`src/sv/crc32_lsb_first_byte_update_assert.svh`:
```
// assertion macros shared by the crc32 byte update rtl
`ifndef CRC32_LSB_FIRST_BYTE_UPDATE_ASSERT_SVH
`define CRC32_LSB_FIRST_BYTE_UPDATE_ASSERT_SVH

// same-cycle implication, checked outside reset
`define CRC32LU_ASSERT_IMPLY(label, clk, rst_n, ante, cons) \
	label: assert property (@(posedge clk) disable iff (!rst_n) (ante) |-> (cons)) \
		else $error("crc32lu same-cycle check failed");

// next-cycle implication, checked outside reset
`define CRC32LU_ASSERT_NEXT(label, clk, rst_n, ante, cons) \
	label: assert property (@(posedge clk) disable iff (!rst_n) (ante) |=> (cons)) \
		else $error("crc32lu next-cycle check failed");

`endif

```
`src/sv/crc32lu_pkg.sv`:
```
// shared types and constants for the crc32 byte update block
`default_nettype none
package crc32lu_pkg;

	localparam int unsigned CRC_W  = 32;
	localparam int unsigned BYTE_W = 8;
	localparam int unsigned DATA_W = 32;
	localparam int unsigned ADDR_W = 4;
	localparam int unsigned IDX_W  = 2;

	// register index codes, byte address is 4 * index
	localparam logic [IDX_W-1:0] REG_POLYNOMIAL    = 2'd0;
	localparam logic [IDX_W-1:0] REG_INITIAL_VALUE = 2'd1;
	localparam logic [IDX_W-1:0] REG_FINAL_MASK    = 2'd2;

	localparam logic [CRC_W-1:0] RST_POLYNOMIAL    = 32'h04C1_1DB7;
	localparam logic [CRC_W-1:0] RST_INITIAL_VALUE = 32'hFFFF_FFFF;
	localparam logic [CRC_W-1:0] RST_FINAL_MASK    = 32'hFFFF_FFFF;

	typedef struct packed {
		logic [CRC_W-1:0] polynomial;
		logic [CRC_W-1:0] initial_value;
		logic [CRC_W-1:0] final_mask;
	} cfg_t;

endpackage
`default_nettype wire

```
`src/sv/crc32lu_cfg_regs.sv`:
```
// apb-style configuration registers for the crc32 byte update block
`default_nettype none
module crc32lu_cfg_regs (
	input  wire logic                        clk,
	input  wire logic                        arst_n,
	input  wire logic                        psel,
	input  wire logic                        penable,
	input  wire logic                        pwrite,
	input  wire logic [crc32lu_pkg::ADDR_W-1:0] paddr,
	input  wire logic [crc32lu_pkg::DATA_W-1:0] pwdata,
	output logic      [crc32lu_pkg::DATA_W-1:0] prdata,
	output logic                             pready,
	output crc32lu_pkg::cfg_t                cfg
);
	import crc32lu_pkg::*;

	cfg_t             cfg_q;
	logic             wr_en;
	logic [IDX_W-1:0] reg_idx;

	assign pready  = 1'b1;
	assign wr_en   = psel & penable & pwrite & pready;
	// word index, byte offset bits ignored
	assign reg_idx = paddr[ADDR_W-1:2];

	always_ff @(posedge clk or negedge arst_n) begin
		if (!arst_n) begin
			cfg_q.polynomial    <= RST_POLYNOMIAL;
			cfg_q.initial_value <= RST_INITIAL_VALUE;
			cfg_q.final_mask    <= RST_FINAL_MASK;
		end else if (wr_en) begin
			unique case (reg_idx)
				REG_POLYNOMIAL:    cfg_q.polynomial    <= pwdata;
				REG_INITIAL_VALUE: cfg_q.initial_value <= pwdata;
				REG_FINAL_MASK:    cfg_q.final_mask    <= pwdata;
				default: ;
			endcase
		end
	end

	always_comb begin
		unique case (reg_idx)
			REG_POLYNOMIAL:    prdata = cfg_q.polynomial;
			REG_INITIAL_VALUE: prdata = cfg_q.initial_value;
			REG_FINAL_MASK:    prdata = cfg_q.final_mask;
			default:           prdata = '0;
		endcase
	end

	assign cfg = cfg_q;

endmodule
`default_nettype wire

```
`src/sv/crc32lu_byte_engine.sv`:
```
// eight unrolled lsb-first shift and xor steps over one byte
`default_nettype none
module crc32lu_byte_engine (
	input  wire logic [crc32lu_pkg::CRC_W-1:0]  crc_in,
	input  wire logic [crc32lu_pkg::BYTE_W-1:0] data,
	input  wire logic [crc32lu_pkg::CRC_W-1:0]  polynomial,
	output logic      [crc32lu_pkg::CRC_W-1:0]  crc_out
);
	import crc32lu_pkg::*;

	always_comb begin
		logic [CRC_W-1:0] r;
		logic             fb;
		r = crc_in;
		for (int k = 0; k < BYTE_W; k++) begin
			fb = r[0] ^ data[k];
			r  = {1'b0, r[CRC_W-1:1]};
			if (fb) begin
				r = r ^ polynomial;
			end
		end
		crc_out = r;
	end

endmodule
`default_nettype wire

```
`src/sv/crc32_lsb_first_byte_update.sv`:
```
// top level of the crc32 byte update block
//
// bytewise crc engine, one message byte per request, bits taken least
// significant first; each byte shifts the 32-bit running crc right eight times,
// xoring in the polynomial register whenever crc bit 0 xor the data bit is one.
// start_new reloads initial_value before the byte; every request yields one
// result, crc_value = running crc xor final_mask, with is_final copying
// last_byte. the reset polynomial 0x04C11DB7 is taken as given with the right
// shift; write 0xEDB88320 for standard crc-32. throughput is one byte per
// clock while crc_stall is low: a request sits in the input stage while the
// eight unrolled steps form its crc, then moves to the result register, which
// drives crc_valid. the running crc is updated as the request leaves the
// input stage, which closes the byte-to-byte loop. the result register and the
// input stage are separate, so a new byte is taken into an empty input stage
// while an earlier result waits; stalls ripple back through byte_stall in the
// same cycle. registers sit at byte addresses 0, 4 and 8 and should be written
// only while no request is in flight.
`default_nettype none
module crc32_lsb_first_byte_update (
	input  wire logic                           clk,
	input  wire logic                           arst_n,
	// configuration port
	input  wire logic                           psel,
	input  wire logic                           penable,
	input  wire logic                           pwrite,
	input  wire logic [crc32lu_pkg::ADDR_W-1:0] paddr,
	input  wire logic [crc32lu_pkg::DATA_W-1:0] pwdata,
	output logic      [crc32lu_pkg::DATA_W-1:0] prdata,
	output logic                                pready,
	// byte requests
	input  wire logic                           byte_valid,
	output logic                                byte_stall,
	input  wire logic [crc32lu_pkg::BYTE_W-1:0] data_byte,
	input  wire logic                           start_new,
	input  wire logic                           last_byte,
	// crc results
	output logic                                crc_valid,
	input  wire logic                           crc_stall,
	output logic      [crc32lu_pkg::CRC_W-1:0]  crc_value,
	output logic                                is_final
);
	import crc32lu_pkg::*;

	`include "crc32_lsb_first_byte_update_assert.svh"

	cfg_t cfg;

	// input stage
	logic              valid_s1;
	logic [BYTE_W-1:0] data_byte_s1;
	logic              start_new_s1;
	logic              last_byte_s1;

	// result stage
	logic              valid_s2;
	logic [CRC_W-1:0]  crc_value_s2;
	logic              is_final_s2;

	// running crc carried from byte to byte
	logic [CRC_W-1:0]  running_crc_q;

	logic              load_s2;
	logic              adv_s1;
	logic              load_s1;
	logic [CRC_W-1:0]  seed;
	logic [CRC_W-1:0]  crc_next;

	crc32lu_cfg_regs u_cfg_regs (
		.clk     (clk),
		.arst_n  (arst_n),
		.psel    (psel),
		.penable (penable),
		.pwrite  (pwrite),
		.paddr   (paddr),
		.pwdata  (pwdata),
		.prdata  (prdata),
		.pready  (pready),
		.cfg     (cfg)
	);

	// result register frees when empty or being taken this cycle
	assign load_s2    = !valid_s2 || !crc_stall;
	assign adv_s1     = valid_s1 && load_s2;
	assign load_s1    = !valid_s1 || load_s2;
	assign byte_stall = !load_s1;

	// start of message seeds from the initial value register
	assign seed = start_new_s1 ? cfg.initial_value : running_crc_q;

	crc32lu_byte_engine u_byte_engine (
		.crc_in     (seed),
		.data       (data_byte_s1),
		.polynomial (cfg.polynomial),
		.crc_out    (crc_next)
	);

	always_ff @(posedge clk or negedge arst_n) begin
		if (!arst_n) begin
			valid_s1 <= 1'b0;
		end else if (load_s1) begin
			valid_s1 <= byte_valid;
		end
	end

	always_ff @(posedge clk) begin
		if (load_s1 && byte_valid) begin
			data_byte_s1 <= data_byte;
			start_new_s1 <= start_new;
			last_byte_s1 <= last_byte;
		end
	end

	always_ff @(posedge clk or negedge arst_n) begin
		if (!arst_n) begin
			valid_s2      <= 1'b0;
			running_crc_q <= RST_INITIAL_VALUE;
		end else begin
			if (load_s2) begin
				valid_s2 <= valid_s1;
			end
			if (adv_s1) begin
				running_crc_q <= crc_next;
			end
		end
	end

	always_ff @(posedge clk) begin
		if (adv_s1) begin
			crc_value_s2 <= crc_next ^ cfg.final_mask;
			is_final_s2  <= last_byte_s1;
		end
	end

	assign crc_valid = valid_s2;
	assign crc_value = crc_value_s2;
	assign is_final  = is_final_s2;

	// stall only ever comes from a held input stage
	`CRC32LU_ASSERT_IMPLY(a_stall_needs_s1, clk, arst_n, byte_stall, valid_s1)
	// an accepted byte always lands in the input stage
	`CRC32LU_ASSERT_NEXT(a_accept_fills_s1, clk, arst_n, byte_valid && !byte_stall, valid_s1)
	// a byte leaving the input stage always shows up as a result
	`CRC32LU_ASSERT_NEXT(a_adv_fills_s2, clk, arst_n, adv_s1, crc_valid)
	// the running crc moves only with a byte
	`CRC32LU_ASSERT_NEXT(a_crc_held, clk, arst_n, !adv_s1, $stable(running_crc_q))
	// last byte mark follows its byte into the result
	`CRC32LU_ASSERT_NEXT(a_final_follows, clk, arst_n, adv_s1 && last_byte_s1, is_final)

endmodule
`default_nettype wire
```
`config.mk`:
```
export PLATFORM = sky130hd
export DESIGN_NAME = crc32_lsb_first_byte_update
export DESIGN_NICKNAME = d
export VERILOG_FILES = /design/src/sv/crc32lu_pkg.sv /design/src/sv/crc32lu_cfg_regs.sv /design/src/sv/crc32lu_byte_engine.sv /design/src/sv/crc32_lsb_first_byte_update.sv
export VERILOG_INCLUDE_DIRS = /design/src /design/src/sv
export SDC_FILE = /design/constraint.sdc
export NUM_CORES = 1
export LEC_CHECK = 0
export BUFFER_PORTS_ARGS = -buffer_cell sky130_fd_sc_hd__buf_2
export CAP_MARGIN = 20
export CORE_ASPECT_RATIO = 2
export CORE_MARGIN = 1
export CORE_UTILIZATION = 50
export CTS_BUF_LIST = sky130_fd_sc_hd__clkbuf_4 sky130_fd_sc_hd__clkbuf_8
export DETAILED_ROUTE_END_ITERATION = 7
export GPL_TIMING_DRIVEN = 0
export MAX_ROUTING_LAYER = met4
export PLACE_DENSITY = 0.78
export RECOVER_POWER = 25
export SLEW_MARGIN = 0
export SYNTH_ARGS = -nofsm -noshare
export SYNTH_HDL_FRONTEND = slang
export SYNTH_SLANG_ARGS = --single-unit
export TNS_END_PERCENT = 10
```
`constraint.sdc`:
```
create_clock -name clk -period 5.65 [get_ports clk]
set_input_delay 0.8475 -clock clk [delete_from_list [all_inputs] [get_ports clk]]
set_output_delay 0.8475 -clock clk [all_outputs]
set_load 0.03 [all_outputs]
```
==> run summary, run 1 <==
The run finished, with violations left. The checks that failed: capacitance limit, slew limit. In the final timing run, aggregate negative setup slack is 0 ns. The final critical-path share of the clock period was 0.954. In this run the core area contains 81 standard-cell rows. The initial standard-cell utilization of the core is 0.507. In the post-synthesis netlist, the cell with the most instances is nand2_1. No sink is reached through more buffers than the 2 on the longest clock path. The required arrival time at the worst endpoint was 5.92 ns; the time the worst path needs with I/O delays and setup was 5.39 ns. The fraction of registers with async set/reset is 0.751.

The logs give 0 for the synthesis warning total and 0 for the number of buffers inserted for hold repair after clock tree synthesis. The final critical-path setup slack is 0.261 ns, and the vertical die dimension is 225 um. The worst register-to-register path has a setup slack of 0.26 ns.

The peak fanout along the critical path was 10; the top cell type's share of synthesized area was 0.233. The initial DRC count was 582; the highest achievable clock rate was 186 MHz. The critical path in this run is classified as flop to flop.

The post-synthesis cell type count was 71. The total CTS buffers is 17, and the vias after detailed routing is 9757. The overall global routing resource usage came out at 0.283.

The tools report the routability congestion estimate as 0.939. The number of nets produced by synthesis was 1308. Once detail routing completed, the nets flagged for antenna violations numbered 0. The later pin in the worst-skew pair is clocked with a latency of 0.53 ns. The worst hold path belongs to the class flop to flop. The setup slack at placement came out at 0.268 ns.

The boundary pin count was 121; the width of the die was 113 um. Clock skew on the completed layout was measured at 0.0237 ns. Summed over all instances, the cell type with the most area after synthesis is dfstp_2. The portion of the post-synthesis area used by sequential elements is 0.378. After clock tree synthesis, the setup repair step added 0 buffers.

The first global-routing pass estimated 52500 um of wire. STA classifies the critical path startpoint as a flop. Total of fill cells in the finished design: 2178.

For this run, design rule violations remaining after detail routing come to 0. Global routing finished with a remaining overflow of 0. The net count of the finished layout is 1443. The worst slew margin relative to its limit is -1.32.

The clock tree synthesis step divided the H-tree into 4 levels. CTS placed an instance of clkbuf_8 at the clock tree root. The kind of end point of the critical path was a flop.

Clock transition at the registers of the reported paths: 0.10 ns. The total die area was 0.0254 mm^2; the post-CTS resize count was 0. Synthesis inferred 173 register bits.

The number of enable-type register cells in the synthesized netlist works out to 43. Setup repair after global routing could not meet its margin everywhere. For the pin with the worst max-slew slack, the measured transition is 3.47 ns. The layout cell share with drive strength beyond 1 is 0.279. The final setup violation count came out at 0. Half-perimeter wire length of the detailed placement result: 25700 um.

Clock tree synthesis found a total of 173 sinks. TritonCTS built the clock tree. The pin count of the biggest net entering global routing came out at 68.

The number of pins with negative max-slew slack in the final report is 133, and the netlist area before placement is 0.0124 mm^2. Across the run, the number of max-cap violations was 2. In the post-synthesis netlist, the biggest area contributors are dfstp_2 23%, xnor2_1 14%, edfxtp_1 10%. Summed over all layers, the routed wires come to 34000 um.

The arrival time of the worst setup path is 5.66 ns. In the synthesized netlist, the cells that appear most often are 290 x nand2_1, 201 x xnor2_1, 110 x dfstp_2. In the synthesized netlist the dominant register cell turns out to be dfstp_2. The average instance in the mapped netlist occupies 9.87 um^2. Input and output buffers added on the ports amount to 115.

The tools report the number of iterations in the first detailed-routing pass as 7. For the hold violation count in the final report, the log shows 0. The area of the placeable core is 0.0244 mm^2. The number of vias per cell after detailed routing came out at 5.62. The wire length per cell after detailed routing was 19.6 um; the initial antenna violation count was 1.

Number of global-route vias before repair: 9845. The area growth from synthesis to layout was 11.9%; the cell count after synthesis was 1255.
layout by cell type, fill, tap and decap left out, types with 3 or more instances in the layout:
| cell type | Yosys | routed |
|---|---|---|
| a21oi_1 | 6 | 6 |
| clkbuf_1 | 71 | 72 |
| inv_1 | 7 | 6 |
| nand3_1 | 41 | 41 |
| buf_1 | 14 | 14 |
| xor2_1 | 8 | 8 |
| a211oi_1 | 4 | 4 |
| xnor2_1 | 201 | 201 |
| or3_1 | 3 | 3 |
| nor3_1 | 6 | 6 |
| dfrtp_1 | 20 | 20 |
| a211o_1 | 3 | 3 |
| xnor3_1 | 32 | 32 |
| nor2b_1 | 4 | 4 |
| nand2_1 | 290 | 290 |
| a31oi_1 | 4 | 4 |
| inv_6 | 0 | 4 |
| edfxtp_1 | 43 | 43 |
| mux2i_1 | 96 | 96 |
| o211a_1 | 3 | 3 |
| o21ai_1 | 35 | 35 |
| o21ai_0 | 65 | 65 |
| nor4_1 | 4 | 4 |
| buf_2 | 14 | 128 |
| mux2_2 | 91 | 91 |
| nor2_1 | 15 | 14 |
| buf_4 | 6 | 6 |
| bufinv_16 | 0 | 4 |
| clkbuf_8 | 0 | 20 |
| dfstp_2 | 110 | 110 |
final timing paths:
| path | start | end | depth (start not counted) |
|---|---|---|---|
| max | u_cfg_regs.cfg[64]$_DFFE_PN1P_ | crc_value[19]$_DFFE_PP_ | 17 |
| min | last_byte_s1$_DFFE_PP_ | is_final$_DFFE_PP_ | 0 |
| max reg2reg | u_cfg_regs.cfg[64]$_DFFE_PN1P_ | crc_value[19]$_DFFE_PP_ | 17 |
| min reg2reg | last_byte_s1$_DFFE_PP_ | is_final$_DFFE_PP_ | 0 |
| max in group asynchronous | arst_n | u_cfg_regs.cfg[92]$_DFFE_PN0P_ | 2 |
| min in group asynchronous | arst_n | u_cfg_regs.cfg[77]$_DFFE_PN0P_ | 1 |
worst max-delay path, cell delays in order (launching register included):
cell	delay, ns
dfstp_2	0.58
clkbuf_1	0.34
nor2_1	0.09
mux2i_1	0.50
nand2_1	0.16
nand3_1	0.24
a21oi_1	0.17
buf_2	0.26
a211oi_1	0.20
or2_2	0.14
clkbuf_1	0.45
clkbuf_1	0.43
nand2_1	0.13
xnor2_1	0.30
xnor2_1	0.17
xnor3_1	0.43
xnor2_1	0.43
xnor2_1	0.12
stage by stage:
step / instance area (um^2) / std cells / hold slack [ns] / util
global placement: 13400 / 1702 / 0.402 / 0.548
detailed placement: 13400 / 1703 / 0.417 / 0.549
CTS: 13900 / 1735 / 0.321 / 0.568
finish: 13900 / 1736 / 0.443 / 0.567
global route: 13900 / 1736 / 0.441 / 0.567
floorplan: 12400 / 1255 / 0.400 / -
layout make-up:
class,instances,area (um^2),share of cell area
inverters,8,30.0,0.00217
repair buffers,116,579,0.0418
clock inverters,12,194,0.0140
diodes,1,2.50,0.000181
well taps,332,415,0.0300
clock buffers,20,275,0.0199
flip-flops and latches,173,4680,0.338
plain buffers,107,457,0.0329
multi-input cells,967,7230,0.521
state kept, by name (all words and copies together) (netlist names):
signal and flops:
crc_value 32, running_crc_q 32, start_new_s1 1, last_byte_s1 1, valid_s1 1, u_cfg_regs.cfg 96, data_byte_s1 8, is_final 1
crc_valid 1
per-layer routing:
| metal | vias up | share of wire | global-route usage |
|---|---|---|---|
| met1 | 4812 | 0.35 | 0.273 |
| met4 | 0 | 0.062 | 0.191 |
| met5 | - | 0 | - |
| li1 | 4501 | - | - |
| met2 | 324 | 0.55 | 0.520 |
| met3 | 120 | 0.039 | 0.0334 |
cell families (layout without fill, tap and decap cells):
logic type / Yosys count / after routing / synth area share
buf+inv: 115 / 263 / 0.0393
xor+xnor: 248 / 248 / 0.217
mux: 189 / 189 / 0.164
other cells: 1 / 2 / 0.000303
compound gates: 146 / 146 / 0.0714
flops: 173 / 173 / 0.378
simple gates: 383 / 383 / 0.130
Power of run 1 is left out: the tool's default activity adds up to more than one toggle a clock period on the data nets, which glitch-free logic cannot reach.
==> run 2: changes to the inputs <==
--- a/config.mk
+++ b/config.mk
@@ -10,12 +10,12 @@
 export CAP_MARGIN = 20
 export CORE_ASPECT_RATIO = 2
 export CORE_MARGIN = 1
-export CORE_UTILIZATION = 50
+export CORE_UTILIZATION = 35
 export CTS_BUF_LIST = sky130_fd_sc_hd__clkbuf_4 sky130_fd_sc_hd__clkbuf_8
 export DETAILED_ROUTE_END_ITERATION = 7
 export GPL_TIMING_DRIVEN = 0
 export MAX_ROUTING_LAYER = met4
-export PLACE_DENSITY = 0.78
+export PLACE_DENSITY = 0.61
 export RECOVER_POWER = 25
 export SLEW_MARGIN = 0
 export SYNTH_ARGS = -nofsm -noshare
==> run summary, run 2 (synthesis gave the netlist of run 1 again) <==
Number of pins with negative max-slew slack in the final report: 133. The die covers 0.0362 mm^2. Data arrives at the worst endpoint at 5.74 ns. Final clock skew: 0.0221 ns. The tightest hold path in the finished design has a slack of 0.435 ns. The tools report the reg-to-reg endpoint as crc_value[17]$_DFFE_PP_.

The kind of end point of the critical path is a flop. Setup violations remaining at the end of the flow were counted as 0. The initial standard-cell utilization of the core came out at 0.354. Total global routing overflow: 0.

Class of the most critical setup path: flop to flop. The boundary pin count is 121, and the total of fill cells in the finished design is 3548. The required arrival time at the worst endpoint is 5.90 ns, and the clock transition at the registers of the reported paths is 0.11 ns.

In the layout the commonest cells are 290 x nand2_1, 201 x xnor2_1, 128 x buf_2, 110 x dfstp_2, 96 x mux2i_1. The number of vias per cell after detailed routing was 5.13; the total CTS buffers was 17. At the end of routability-driven placement, the weighted congestion stood at 0.916.

Leaving out fill and tap cells, the most frequent cell in the layout is nand2_1. The wire length after detailed routing is 36100 um, and the layout cell share with drive strength beyond 1 is 0.279. In this run the core area contains 97 standard-cell rows. The count of nets left with antenna violations after detail routing is 0, and the number of buffers inserted by port buffering is 115. In this run the worst setup path terminates at crc_value[17]$_DFFE_PP_. Vertical die dimension: 268 um.

The width of the die was 135 um. Setup repair after global routing could not meet its margin everywhere. For the clock latency at the later pin of the worst-skew pair, the log shows 0.52 ns. The tightest min-delay check is of the flop to flop type. Area of the placeable core: 0.0350 mm^2. The run gives 0 as the number of setup buffers added after CTS. The startpoint kind of the worst setup timing path was a flop. In this run the clock root is driven by a clkbuf_8. In this run the worst path has a maximum fanout of 10. After legalization and detailed placement, the total HPWL measured 27700 um. The run gives 0 as the hold violation count in the final report.

The clock passes through at most 2 buffers. The worst reg-to-reg setup slack was 0.16 ns. For this design, the sink count on the clock tree is 173. OpenSTA, run right after detailed placement, puts the worst setup slack at 0.168 ns.

Before antenna repair, the detailed router went through 6 iterations. In this run the critical register-to-register path is launched from start_new_s1$_DFFE_PP_. The checks that failed: capacitance limit, slew limit. The total number of nets in the final design is 1444. The time the worst path needs with I/O delays and setup was 5.49 ns; the initial antenna violation count was 1.

The area growth from synthesis to layout is 12.7%, and the overall global routing resource usage is 0.211. Final critical-path share of the clock period: 0.972. The logs give 55400 um for the first-pass GRT wire length and 0.0140 mm^2 for the area of all placed cells without fillers. The tool flagged a number of max-cap violations equal to 2. The actual transition at the worst max-transition pin came out at 3.88 ns. After detailed routing, the average wire length per cell comes to 19.5 um. The tools report the instance area at placement as 0.0136 mm^2. TritonCTS built the clock tree. After routing, the total negative slack on setup checks comes to 0 ns. The run gives 9831 as the number of global-route vias before repair. In the routed design, unresolved DRC markers number 0. The critical path starts at start_new_s1$_DFFE_PP_. The cell count of the worst reg-to-reg path is 15.

The highest achievable clock rate was 182 MHz; the vias after detailed routing was 9484. The first routing iteration left 619 violations. The flow ran to the end, but the final reports show violations. Setup slack on the critical path of the routed design comes to 0.160 ns. Maximum level of the CTS H-tree: 4. The run gives -1.59 as the worst slew margin relative to its limit. The flip-flop count of the largest register after layout works out to 96. Entering global routing, the biggest net connects 69 pins.
[run 2: layer usage]
metal,global-route usage,vias up,wire (um)
met5,-,-,0
met4,0.113,0,1810
met3,0.0274,99,1150
met2,0.402,254,20400
met1,0.203,4630,12800
li1,-,4501,-
[run 2: worst min path at each step]
stage | start | end | slack [ns] | depth (start not counted)
5_1_grt | last_byte_s1$_DFFE_PP_ | is_final$_DFFE_PP_ | 0.44 | 0
4_1_cts | arst_n | crc_valid$_DFFE_PN0P_ | 0.34 | 1
3_5_place_dp | last_byte_s1$_DFFE_PP_ | is_final$_DFFE_PP_ | 0.42 | 0
3_3_place_gp | last_byte_s1$_DFFE_PP_ | is_final$_DFFE_PP_ | 0.41 | 0
2_1_floorplan | last_byte_s1$_DFFE_PP_ | is_final$_DFFE_PP_ | 0.40 | 0
6_report | last_byte_s1$_DFFE_PP_ | is_final$_DFFE_PP_ | 0.44 | 0
[run 2: timing repair]
action,CTS,global route
gates resized for setup,0,3
endpoints found under the setup margin,0,44
hold buffers,0,0
[run 2: final cells by class]
cell class | count | area (um^2) | area share
multi-input combinational | 967 | 7220 | 0.517
sequential | 173 | 4680 | 0.335
timing repair buffer | 117 | 599 | 0.0429
tap | 445 | 557 | 0.0399
buffer | 107 | 458 | 0.0328
clock buffer | 17 | 234 | 0.0168
clock inverter | 15 | 178 | 0.0127
inverter | 8 | 30.0 | 0.00215
antenna | 1 | 2.50 | 0.000179
[run 2: critical path: stages, from the launching register on]
cell	delay, ns
edfxtp_1	0.36
buf_6	0.15
mux2i_4	0.41
xor2_2	0.47
nand3_2	0.15
and4_4	0.24
nor2_1	0.58
a2111oi_1	0.28
o41ai_1	0.44
o41ai_2	0.24
xnor2_1	0.47
buf_2	0.33
nand2_1	0.10
xnor3_1	0.37
xnor2_1	0.42
xnor2_1	0.20
[run 2: metrics by stage]
stage | instances | utilization
2_1_floorplan | 1255 | -
3_5_place_dp | 1817 | 0.388
6_report | 1850 | 0.399
4_1_cts | 1849 | 0.400
5_1_grt | 1850 | 0.399
3_3_place_gp | 1815 | 0.387
Power of run 2 is left out for the same reason.
